**config.mk**
```make
export PLATFORM = sky130hd
export DESIGN_NAME = msfs_front_flat
export DESIGN_NICKNAME = d
export VERILOG_FILES = /design/src/design/msfs_pkg.sv /design/src/design/msfs_in_if.sv /design/src/design/msfs_front.sv /design/src/flat_wrapper.sv
export SDC_FILE = /design/constraint.sdc
export NUM_CORES = 1
export LEC_CHECK = 0
export ABC_CLOCK_PERIOD_IN_PS = 2700
export BUFFER_PORTS_ARGS = -buffer_cell sky130_fd_sc_hd__clkbuf_2
export CAP_MARGIN = 20
export CELL_PAD_IN_SITES_DETAIL_PLACEMENT = 0
export CELL_PAD_IN_SITES_GLOBAL_PLACEMENT = 1
export CORE_ASPECT_RATIO = 1.75
export CORE_UTILIZATION = 50
export CTS_BUF_LIST = sky130_fd_sc_hd__clkbuf_8 sky130_fd_sc_hd__clkbuf_16
export CTS_CLUSTER_SIZE = 14
export DETAILED_ROUTE_END_ITERATION = 6
export PLACE_DENSITY_LB_ADDON = 0.1
export SYNTH_ARGS = -nofsm -noshare
export SYNTH_HDL_FRONTEND = slang
export SYNTH_SLANG_ARGS = --single-unit
```
**constraint.sdc**
```tcl
create_clock -name clk_i -period 2.7 [get_ports clk_i]
set_clock_uncertainty 0.15 [all_clocks]
set_input_delay 0.27 -clock clk_i [delete_from_list [all_inputs] [get_ports clk_i]]
set_output_delay 0.27 -clock clk_i [all_outputs]
set_load 0.02 [all_outputs]
```
**src/design/msfs_pkg.sv**
```systemverilog
// msfs_pkg: shared widths, request codes, item and store entry types
// for the memory snapshot filter search block; depends on nothing
package msfs_pkg;

  localparam int unsigned REQ_W = 3;
  localparam int unsigned ADDR_W = 16;
  localparam int unsigned DATA_W = 8;
  localparam int unsigned CNT_W = 17;

  localparam int unsigned DEF_ADDR_BITS = 16;
  localparam int unsigned QUEUE_DEPTH = 4;

  localparam logic [CNT_W-1:0] CNT_MAX = 17'h1FFFF;

  localparam logic [REQ_W-1:0] REQ_SNAPSHOT = 3'd0;
  localparam logic [REQ_W-1:0] REQ_SAME = 3'd1;
  localparam logic [REQ_W-1:0] REQ_DIFF = 3'd2;
  localparam logic [REQ_W-1:0] REQ_LOWER = 3'd3;
  localparam logic [REQ_W-1:0] REQ_HIGHER = 3'd4;

  typedef enum logic [1:0] {
    OP_SNAP,
    OP_FILTER,
    OP_IGNORE
  } op_e;

  typedef enum logic [1:0] {
    CMP_SAME,
    CMP_DIFF,
    CMP_LOWER,
    CMP_HIGHER
  } cmp_e;

  typedef struct packed {
    op_e               op;
    cmp_e              cmp;
    logic [ADDR_W-1:0] addr;
    logic [DATA_W-1:0] value;
    logic              last;
  } item_t;

  typedef struct packed {
    logic              mark;
    logic [DATA_W-1:0] value;
  } entry_t;

endpackage

```
**src/design/msfs_in_if.sv**
```systemverilog
// msfs_in_if: valid/ready channel carrying one memory byte word
// depends on msfs_pkg for field widths
interface msfs_in_if;
  logic                         valid;
  logic                         ready;
  logic [msfs_pkg::REQ_W-1:0]   req_type;
  logic [msfs_pkg::ADDR_W-1:0]  byte_address;
  logic [msfs_pkg::DATA_W-1:0]  mem_value;
  logic                         last_of_pass;

  modport source (
    output valid, req_type, byte_address, mem_value, last_of_pass,
    input  ready
  );
  modport sink (
    input  valid, req_type, byte_address, mem_value, last_of_pass,
    output ready
  );
endinterface

```
**src/design/msfs_front.sv**
```systemverilog
// msfs_front: accepts input words, decodes the request code and queues
// classified items for the back end; depends on msfs_pkg, msfs_in_if
module msfs_front (
  input  logic            clk_i,
  input  logic            rst_ni,
  msfs_in_if.sink         req_i,
  output msfs_pkg::item_t q_item_o,
  output logic            q_valid_o,
  input  logic            q_pop_i
);
  import msfs_pkg::*;

  localparam int unsigned PtrW = $clog2(QUEUE_DEPTH);

  item_t             slot_q [QUEUE_DEPTH];
  logic [PtrW-1:0]   wr_ptr_q, wr_ptr_d;
  logic [PtrW-1:0]   rd_ptr_q, rd_ptr_d;
  logic [PtrW:0]     fill_q, fill_d;
  item_t             cls;
  logic              push;

  // request decode
  always_comb begin
    cls.addr  = req_i.byte_address;
    cls.value = req_i.mem_value;
    cls.last  = req_i.last_of_pass;
    cls.op    = OP_IGNORE;
    cls.cmp   = CMP_SAME;
    unique case (req_i.req_type)
      REQ_SNAPSHOT: cls.op = OP_SNAP;
      REQ_SAME: begin
        cls.op  = OP_FILTER;
        cls.cmp = CMP_SAME;
      end
      REQ_DIFF: begin
        cls.op  = OP_FILTER;
        cls.cmp = CMP_DIFF;
      end
      REQ_LOWER: begin
        cls.op  = OP_FILTER;
        cls.cmp = CMP_LOWER;
      end
      REQ_HIGHER: begin
        cls.op  = OP_FILTER;
        cls.cmp = CMP_HIGHER;
      end
      default: cls.op = OP_IGNORE;
    endcase
  end

  assign req_i.ready = (fill_q != (PtrW+1)'(QUEUE_DEPTH));
  assign push        = req_i.valid && req_i.ready;

  assign wr_ptr_d = push ? wr_ptr_q + 1'b1 : wr_ptr_q;
  assign rd_ptr_d = q_pop_i ? rd_ptr_q + 1'b1 : rd_ptr_q;
  assign fill_d   = fill_q + (PtrW+1)'(push) - (PtrW+1)'(q_pop_i);

  always_ff @(posedge clk_i or negedge rst_ni) begin
    if (!rst_ni) begin
      wr_ptr_q <= '0;
      rd_ptr_q <= '0;
      fill_q   <= '0;
    end else begin
      wr_ptr_q <= wr_ptr_d;
      rd_ptr_q <= rd_ptr_d;
      fill_q   <= fill_d;
    end
  end

  always_ff @(posedge clk_i) begin
    if (push) begin
      slot_q[wr_ptr_q] <= cls;
    end
  end

  assign q_item_o  = slot_q[rd_ptr_q];
  assign q_valid_o = (fill_q != '0);

endmodule

```
**src/flat_wrapper.sv**
```systemverilog
// flat-port wrapper written by rule: the top's interface ports become plain ports
module msfs_front_flat import msfs_pkg::*;
  (clk_i, rst_ni, q_item_o, q_valid_o, q_pop_i, req_i_valid, req_i_req_type, req_i_byte_address, req_i_mem_value, req_i_last_of_pass, req_i_ready);
  msfs_in_if req_i_i ();
  input  logic clk_i;
  input  logic rst_ni;
  output msfs_pkg::item_t q_item_o;
  output logic q_valid_o;
  input  logic q_pop_i;
  input wire logic [$bits(req_i_i.valid)-1:0] req_i_valid;
  input wire logic [$bits(req_i_i.req_type)-1:0] req_i_req_type;
  input wire logic [$bits(req_i_i.byte_address)-1:0] req_i_byte_address;
  input wire logic [$bits(req_i_i.mem_value)-1:0] req_i_mem_value;
  input wire logic [$bits(req_i_i.last_of_pass)-1:0] req_i_last_of_pass;
  output wire logic [$bits(req_i_i.ready)-1:0] req_i_ready;
  assign req_i_i.valid = req_i_valid;
  assign req_i_i.req_type = req_i_req_type;
  assign req_i_i.byte_address = req_i_byte_address;
  assign req_i_i.mem_value = req_i_mem_value;
  assign req_i_i.last_of_pass = req_i_last_of_pass;
  assign req_i_ready = req_i_i.ready;
  msfs_front u_core (.clk_i(clk_i), .rst_ni(rst_ni), .req_i(req_i_i), .q_item_o(q_item_o), .q_valid_o(q_valid_o), .q_pop_i(q_pop_i));
endmodule
```
==> run summary, run 1 <==
The net switching component of the power was 2.03 mW. The final layout contains 346 nets. In this run, distinct cell masters in the synthesized netlist total 25. The initialized floorplan defines 46 standard-cell rows. Buffers added to address setup during post-CTS repair amount to 0. Summed over all layers, the global routing overflow is 0. Once detailed placement completed, the half-perimeter wirelength came to 4630 um. The final antenna-violating net count was 0. Based on the critical path, the design can be clocked at up to 395 MHz. When the netlist entered floorplanning its net count stood at 239. TritonCTS built the clock tree. The logs give 0.00469 sq mm for the netlist area before placement and 2.28 ns for the required time of the critical path.

The global-route wire length before repair was 12,500 um. Post-detailed-route wirelength per cell: 18.0 um. Measured against its own limit, the worst slew margin works out to 46.1%.

Fraction of the mapped netlist area in simple logic gates: 2.85%. The tools report the worst reg2reg path endpoint as u_core.fill_q[2]. The number of global-route vias before repair is 2,563, and the fill cell instance count of the final layout is 663. Setup repair after global routing left no endpoint under its margin.

In this run the critical register-to-register path is launched from u_core.fill_q[1]. The tools report the proportion of power drawn by flip-flops and latches as 40.4%. The share of the yosys chip area belonging to registers was 78.0%. In this run the vertical extent of the chip is 130 um. The adder and majority cell fraction of the synthesized area was 2.03%. The worst hold path passes through 3 cells. Clock tree synthesis selected as its root buffer the cell sky130_fd_sc_hd__clkbuf_16. Clock tree synthesis inserted a total of 17 buffers. Across every metal layer, demand over resource in global routing totals 18.6%. The worst setup path is launched from a flip-flop.

In the synthesized netlist the async set-or-reset flop fraction comes to 5.69%. The first routing iteration left 103 violations. The dominant synthesized flop cell is sky130_fd_sc_hd__edfxtp_1.

The synthesized netlist devotes 0.587% of its cell area to compound gates. For this design the ratio of total power to cell area is 1130 mW/mm^2. Synthesis handed over a netlist of 200 instances. The total count of hold-check failures in the final report came out at 0. The floorplan step defined a core boundary enclosing 0.00909 sq mm. The floorplan step set the die width to 75.2 um.

In this run the deepest clock path goes through 2 buffers. Critical path class: flip-flop to output port. The average via count per standard cell is 5.12.

The combinational family with the most area after synthesis is multiplexers. Relative to the synthesized area, the layout overhead comes to 27.1%. Worst hold-check path type: primary input to flip-flop.

The die covers 0.00979 sq mm. In the layout the commonest cells are sky130_fd_sc_hd__edfxtp_1 (116), sky130_fd_sc_hd__clkbuf_2 (62), sky130_fd_sc_hd__mux4_2 (28). The count of input and output buffers is 62, and the transition time at the pin with the least slew margin is 0.809 ns. The most frequent standard cell in the layout excluding fill and tap cells is sky130_fd_sc_hd__edfxtp_1.

The mux share of post-synthesis cell area was 14.0%. The run finished with clean final reports. The number of antenna violations at the first check in global routing is 0. The tools report the combinational share of power as 29.1%. The run gives 0 as the count of final setup violators. 63 I/O pins were placed. Summing internal, switching and leakage power gives 6.75 mW. The number of detailed-routing iterations run before antenna repair was 4; the max-slew violation count was 0.

The worst-case IR drop observed on VDD is 723 uV. Summed over all layers, the routed wires come to 7930 um. Entering global routing, the biggest net connects 30 pins. In the final layout, the share of cells above drive strength 1 is 39.4%.

The worst-path maximum fanout is 17, and the xor and xnor fraction of the mapped netlist area is 0.934%. Placer's final routability congestion estimate: 0.658. After detailed routing, the number of remaining DRC violations is 0. Of the total power, the share spent switching nets is 30.1%. For the final routed database, the setup TNS stands at 0 ns.

The effective utilization at floorplan was 51.6%. Averaged over all synthesized cells, the footprint is 23.4 sq um. Clock latency on the worst-skew pair: 0.41 ns. The reg2reg setup slack is 0.64 ns. The clock network fraction of total power was 30.4%; the H-tree depth was 4. The synthesized design contains 116 enable-type register cells. Synthesis inferred 123 register bits.

Counting I/O delays and the setup requirement, the final critical path takes 2.53 ns. Number of antenna cells inserted: 0. The tools report the endpoint with the worst hold slack as u_core.wr_ptr_q[1]. The startpoint identified for the worst hold timing path is req_i_valid.

Counting cells, the worst reg-to-reg path comes to 6. Summing over every cut layer, the via total after detailed routing is 2,254. The final worst-path cycle share is 93.7%, and the total internal power is 4.71 mW. The worst path arrival time was 2.11 ns. The clock sink count is 123.

Summed over all cells, the static leakage comes to 2.17 nW. The clock input transition at the sequential cells of the worst setup and hold paths was 0.05 ns; the number of maximum-capacitance violations was 0. The kind of capture point of the worst setup path was an output port. The synthesis warning total is 0.
cell families after synthesis:
kind of cell	Yosys count
buffers and inverters	13
xor gates and xnor gates	5
AOI/OAI and AO/OA	4
and+or+nand+nor	19
adders and majority gates	7
muxes	29
DFF	123
per-stage QoR:
stage / std cells / area (sq um) / worst slack (ns) / hold WS (ns) / util [%]
6_report: 440 / 5960 / 0.169 / 0.0495 / 65.5
5_1_grt: 440 / 5960 / 0.0163 / 0.0820 / 65.5
4_1_cts: 440 / 5960 / 0.103 / 0.0417 / 65.5
3_5_place_dp: 381 / 5150 / 0.535 / -0.0278 / 56.6
3_3_place_gp: 381 / 5150 / 0.540 / -0.0269 / 56.6
2_1_floorplan: 200 / 4690 / 0.738 / -0.176 / -
power by group through the flow:
| stage | combinational [mW] | clock (mW) | sequential (mW) |
|---|---|---|---|
| final | 1.96 | 2.05 | 2.73 |
| after global routing | 2.14 | 2.17 | 2.78 |
| after CTS | 2.01 | 2.09 | 2.74 |
| after detailed placement | 1.98 | 0 | 2.77 |
| after global placement | 1.96 | 0 | 2.76 |
| after floorplan | 1.47 | 0 | 2.67 |
state kept, by name (all words and copies together) (netlist names):
signal / flops
u_core.slot_q: 116
u_core.wr_ptr_q: 2
u_core.fill_q: 3
u_core.rd_ptr_q: 2
synthesized netlist by cell type (2+ instances only):
master | number | area (sq um)
sky130_fd_sc_hd__buf_2 | 2 | 10.0
sky130_fd_sc_hd__edfxtp_1 | 116 | 3480
sky130_fd_sc_hd__nor2_1 | 2 | 7.51
sky130_fd_sc_hd__and3b_1 | 4 | 35.0
sky130_fd_sc_hd__o211ai_1 | 2 | 15.0
sky130_fd_sc_hd__nand2b_1 | 3 | 18.8
sky130_fd_sc_hd__nand4bb_1 | 2 | 22.5
sky130_fd_sc_hd__nand2_1 | 3 | 11.3
sky130_fd_sc_hd__ha_1 | 6 | 75.1
sky130_fd_sc_hd__inv_1 | 7 | 26.3
sky130_fd_sc_hd__buf_6 | 3 | 33.8
sky130_fd_sc_hd__mux4_2 | 28 | 631
sky130_fd_sc_hd__dfrtp_1 | 7 | 175
sky130_fd_sc_hd__xnor2_1 | 4 | 35.0
routing by layer:
metal	GRT usage, %	share of wire, %
met5	0	0
met1	20.8	39
met3	5.79	3.7
met4	7.84	1.9
met2	32.4	56
timing repair:
| item | in CTS | in global routing |
|---|---|---|
| endpoints found under the hold margin | 108 | 0 |
| hold buffers | 27 | 0 |
| resized for setup | 0 | 0 |
worst max-delay path, cell delays in order (launching register included):
cell                       delay [ns]
sky130_fd_sc_hd__dfrtp_2         0.72
sky130_fd_sc_hd__buf_4           0.29
sky130_fd_sc_hd__mux4_2          0.52
sky130_fd_sc_hd__clkbuf_2        0.17
cell type report:
| cell class | instances | area [sq um] | area share, % |
|---|---|---|---|
| Clock inverter | 15 | 118 | 1.97 |
| Timing Repair Buffer | 94 | 618 | 10.4 |
| Inverter | 7 | 26.3 | 0.441 |
| Multi-Input combinational cell | 64 | 962 | 16.1 |
| Tap cell | 120 | 150 | 2.52 |
| Clock buffer | 17 | 425 | 7.14 |
| Sequential cell | 123 | 3660 | 61.4 |
how the worst max path moves through the flow:
stage                             startpoint             endpoint  slack, ns  cells past startpoint
after floorplan             u_core.fill_q[2]  u_core.slot_q[1][0]       0.74                      2
after global placement    u_core.rd_ptr_q[0]         q_item_o[25]       0.54                      3
after detailed placement  u_core.rd_ptr_q[0]         q_item_o[25]       0.54                      3
after CTS                 u_core.rd_ptr_q[0]         q_item_o[25]       0.10                      3
after global routing      u_core.rd_ptr_q[0]         q_item_o[25]       0.02                      3
final                     u_core.rd_ptr_q[0]         q_item_o[25]       0.17                      3
Power figures use the tool's default switching activity.
==> run 2, diff against run 1 <==
--- a/config.mk
+++ b/config.mk
@@ -16,6 +16,8 @@
 export CTS_CLUSTER_SIZE = 14
 export DETAILED_ROUTE_END_ITERATION = 6
 export PLACE_DENSITY_LB_ADDON = 0.1
+export REMOVE_ABC_BUFFERS = 1
 export SYNTH_ARGS = -nofsm -noshare
 export SYNTH_HDL_FRONTEND = slang
 export SYNTH_SLANG_ARGS = --single-unit
+export TNS_END_PERCENT = 10
==> run 2 against run 1 <==
  * Die area unchanged
  * Critical path type unchanged
  * First-iteration DRC count down 34%
  * Sequential cell count is the same
  * Register-to-register slack about the same
  * Clock power grew 20%
  * Sequential power barely moved
  * Critical endpoint is now q_item_o[17]
  * Worst setup slack improved by 0.13 ns
  * Non-clock buffer count is the same
  * Wire length increased by 0.52%
==> run summary, run 2 (synthesized netlist as in run 1, its figures left out) <==
The flow ran to the end, and the final reports show no timing, DRC or antenna violations. The average via count per standard cell was 5.28 (+3.0%); the growth of design area from synthesis to finish was 29.7%. The number of maximum-capacitance violations was 0 (unchanged); the maximum vdd ir drop was 661 uV (-8.6%). The run gives 381 (unchanged) as the placed cell count. The highest cell delay on the worst timing path was 0.61 ns (-0.11 ns); the maximum root-to-sink buffer count was 2 (unchanged). The logs give 123 (unchanged) for the clock sink count and 2.22 nW (+2.3%) for the static power due to leakage. For the placer's final routability congestion estimate, the log shows 0.673 (+2.3%).

The number of global-route vias before repair was 2,514 (-1.9%); the post-detailed-route wirelength per cell was 18.1 um (+0.52%). Setup repair after global routing left no endpoint under its margin. The power consumption is 7.19 mW (+6.6%). The library cells used most frequently in the layout, excluding fill and tap cells, are sky130_fd_sc_hd__edfxtp_1 (116), sky130_fd_sc_hd__clkbuf_2 (62), sky130_fd_sc_hd__mux4_2 (28). The count of input and output buffers is 62 (unchanged), and the final worst-path cycle share is 88.9% (-4.9 points). The tightest min-delay check is of the primary input to flip-flop type. The register with the most flip-flops in the final layout is u_core.slot_q. The logs give 45.9% (-0.17 points) for the relative slew slack and 18.8% (+0.18 points) for the overall fraction of global-route tracks in use.

The number of flip-flops in the largest register was 116 (unchanged). Walking the worst path, the cells encountered are buf_12 -> mux4_2 -> clkbuf_2. Reg2reg setup slack: 0.63 ns (about the same). Fill cell instance count of the final layout: 669 (+0.90%). Kind of capture point of the worst setup path: an output port. The tools report the full die area as 0.00979 sq mm (unchanged).

TritonCTS built the clock tree. The number of post-CTS setup repair buffers came out at 0 (unchanged). The register area is 0.00366 sq mm (unchanged). The logs give 1.98 ns (-0.13 ns) for the worst path arrival time and 4 (unchanged) for the H-tree depth.

The effective utilization at floorplan is 51.6% (unchanged). Count of buffering cells on the critical path with inverters included: 2 (unchanged). The standard-cell row count is 46 (unchanged), and the worst-path maximum fanout is 16 (-1). Number of detailed-routing iterations run before antenna repair: 4 (unchanged). The share of cells above drive strength 1 was 41.3% (+1.9 points).

The slowest stage of the critical path belongs to the cell sky130_fd_sc_hd__dfrtp_2. The tools report the count of final setup violators as 0 (unchanged). Final-layout setup total negative slack: 0 ns (unchanged). The startpoint kind of the worst setup timing path is a flip-flop. The final antenna-violating net count was 0 (unchanged); the final critical-path required period was 2.40 ns (-0.132 ns).

The transition time at the pin with the least slew margin was 0.812 ns (+0.00257 ns). The power density normalized to cell area came out at 1180 mW/mm^2 (+4.5%). In this design, the largest share of critical-path delay is due to flip-flops. Most frequent standard cell in the layout excluding fill and tap cells: sky130_fd_sc_hd__edfxtp_1.

The largest registers in the layout are u_core.slot_q x116, u_core.fill_q x3. The maximum number of pins on one net before global-route repair was 30 (unchanged); the number of antenna cells inserted was 0 (unchanged). The total routed wirelength is 7970 um (+0.52%), and the max-slew violation count is 0 (unchanged).

The logs give 63 (unchanged) for the number of primary I/O pins and 2,321 (+3.0%) for the total number of vias. The critical path is of the flip-flop to output port type. Fmax: 417 MHz (+5.5%).

The cell sitting at the root of the clock tree is a sky130_fd_sc_hd__clkbuf_16. The post-route DRC violation count was 0 (unchanged). The clock input transition at the sequential cells of the worst setup and hold paths was 0.05 ns (about the same); the multi-input logic area was 962 sq um (unchanged). The clock latency on the worst-skew pair came out at 0.40 ns (about the same).

The final cell count without fillers came out at 440 (unchanged). The number of antenna violations at the first check in global routing was 0 (unchanged); the required time of the critical path was 2.28 ns (about the same). The logs give 4700 um (+1.4%) for the detailed placement HPWL and 17 (unchanged) for the CTS buffer count. The die width was 75.2 um (unchanged). The tools report the total count of hold-check failures in the final report as 0 (unchanged).

The run gives 0.00909 sq mm (unchanged) as the area of the core. For the number of nets in the finished design, the log shows 346 (unchanged). The logs give 68 (-34%) for the initial DRC count and 12,600 um (+0.28%) for the global-route wire length before repair.

The overall die height is 130 um (unchanged), and the remaining global-route overflow is 0 (unchanged).
run 2: cell types whose count changed in the layout (fill, tap and decap cells not counted), sizes merged:
cell / delta
clkinvlp: -1
inv: -3
bufinv: +4
run 2: path summary, 6_finish.rpt:
kind	from	end	cells past startpoint
worst max-delay path	u_core.rd_ptr_q[0]	q_item_o[17]	3
worst min-delay path	req_i_valid	u_core.wr_ptr_q[1]	3
worst max register to register	u_core.fill_q[1]	u_core.fill_q[2]	6
worst min register to register	u_core.wr_ptr_q[1]	u_core.wr_ptr_q[1]	2
max in group asynchronous	rst_ni	u_core.rd_ptr_q[0]	2
min in group asynchronous	rst_ni	u_core.fill_q[2]	2
run 2: layout make-up:
class	count	share of cell area, %
Sequential cell	123	60.2
Multi-Input combinational cell	64	15.8
Timing Repair Buffer	94	10.4
Clock buffer	17	7.00
Clock inverter	15	3.72
Tap cell	120	2.47
Inverter	7	0.432
run 2: worst reg2reg max path, cell delays in order, from the launching register on:
cell                      delay, ns
sky130_fd_sc_hd__dfrtp_1       0.42
sky130_fd_sc_hd__nor3b_2       0.40
sky130_fd_sc_hd__nor2b_1       0.10
sky130_fd_sc_hd__ha_1          0.22
sky130_fd_sc_hd__fa_1          0.38
sky130_fd_sc_hd__xnor2_1       0.18
sky130_fd_sc_hd__xnor2_1       0.14
run 2: power by group:
part           switching, mW  leakage [nW]  total, mW  internal, mW
registers              0.171          1.15       2.71          2.54
clock network          0.755         0.325       2.47          1.71
logic                   1.14         0.745       2.01         0.874
run 2: through the flow:
stage / area (sq um) / setup WS [ns] / hold WS, ns / utilization, %
4_1_cts: 6080 / 0.257 / 0.0288 / 66.9
2_1_floorplan: 4640 / 0.168 / -0.176 / -
6_report: 6080 / 0.301 / 0.0415 / 66.9
5_1_grt: 6080 / 0.195 / 0.0625 / 66.9
3_5_place_dp: 5160 / 0.612 / -0.0326 / 56.7
3_3_place_gp: 5160 / 0.686 / -0.0290 / 56.7
run 2: per-layer routing:
layer / track usage, % / vias to the layer above / share of wire (%)
met5: 0 / - / 0
met4: 7.30 / 0 / 1.4
met3: 6.80 / 11 / 4.0
met2: 32.3 / 62 / 55
met1: 21.1 / 1197 / 39
li1: - / 1051 / -
run 2: timing repair:
action	4_1_cts	5_1_grt
hold buffers	27	0
resized for setup	0	0
hold endpoints to repair	108	0
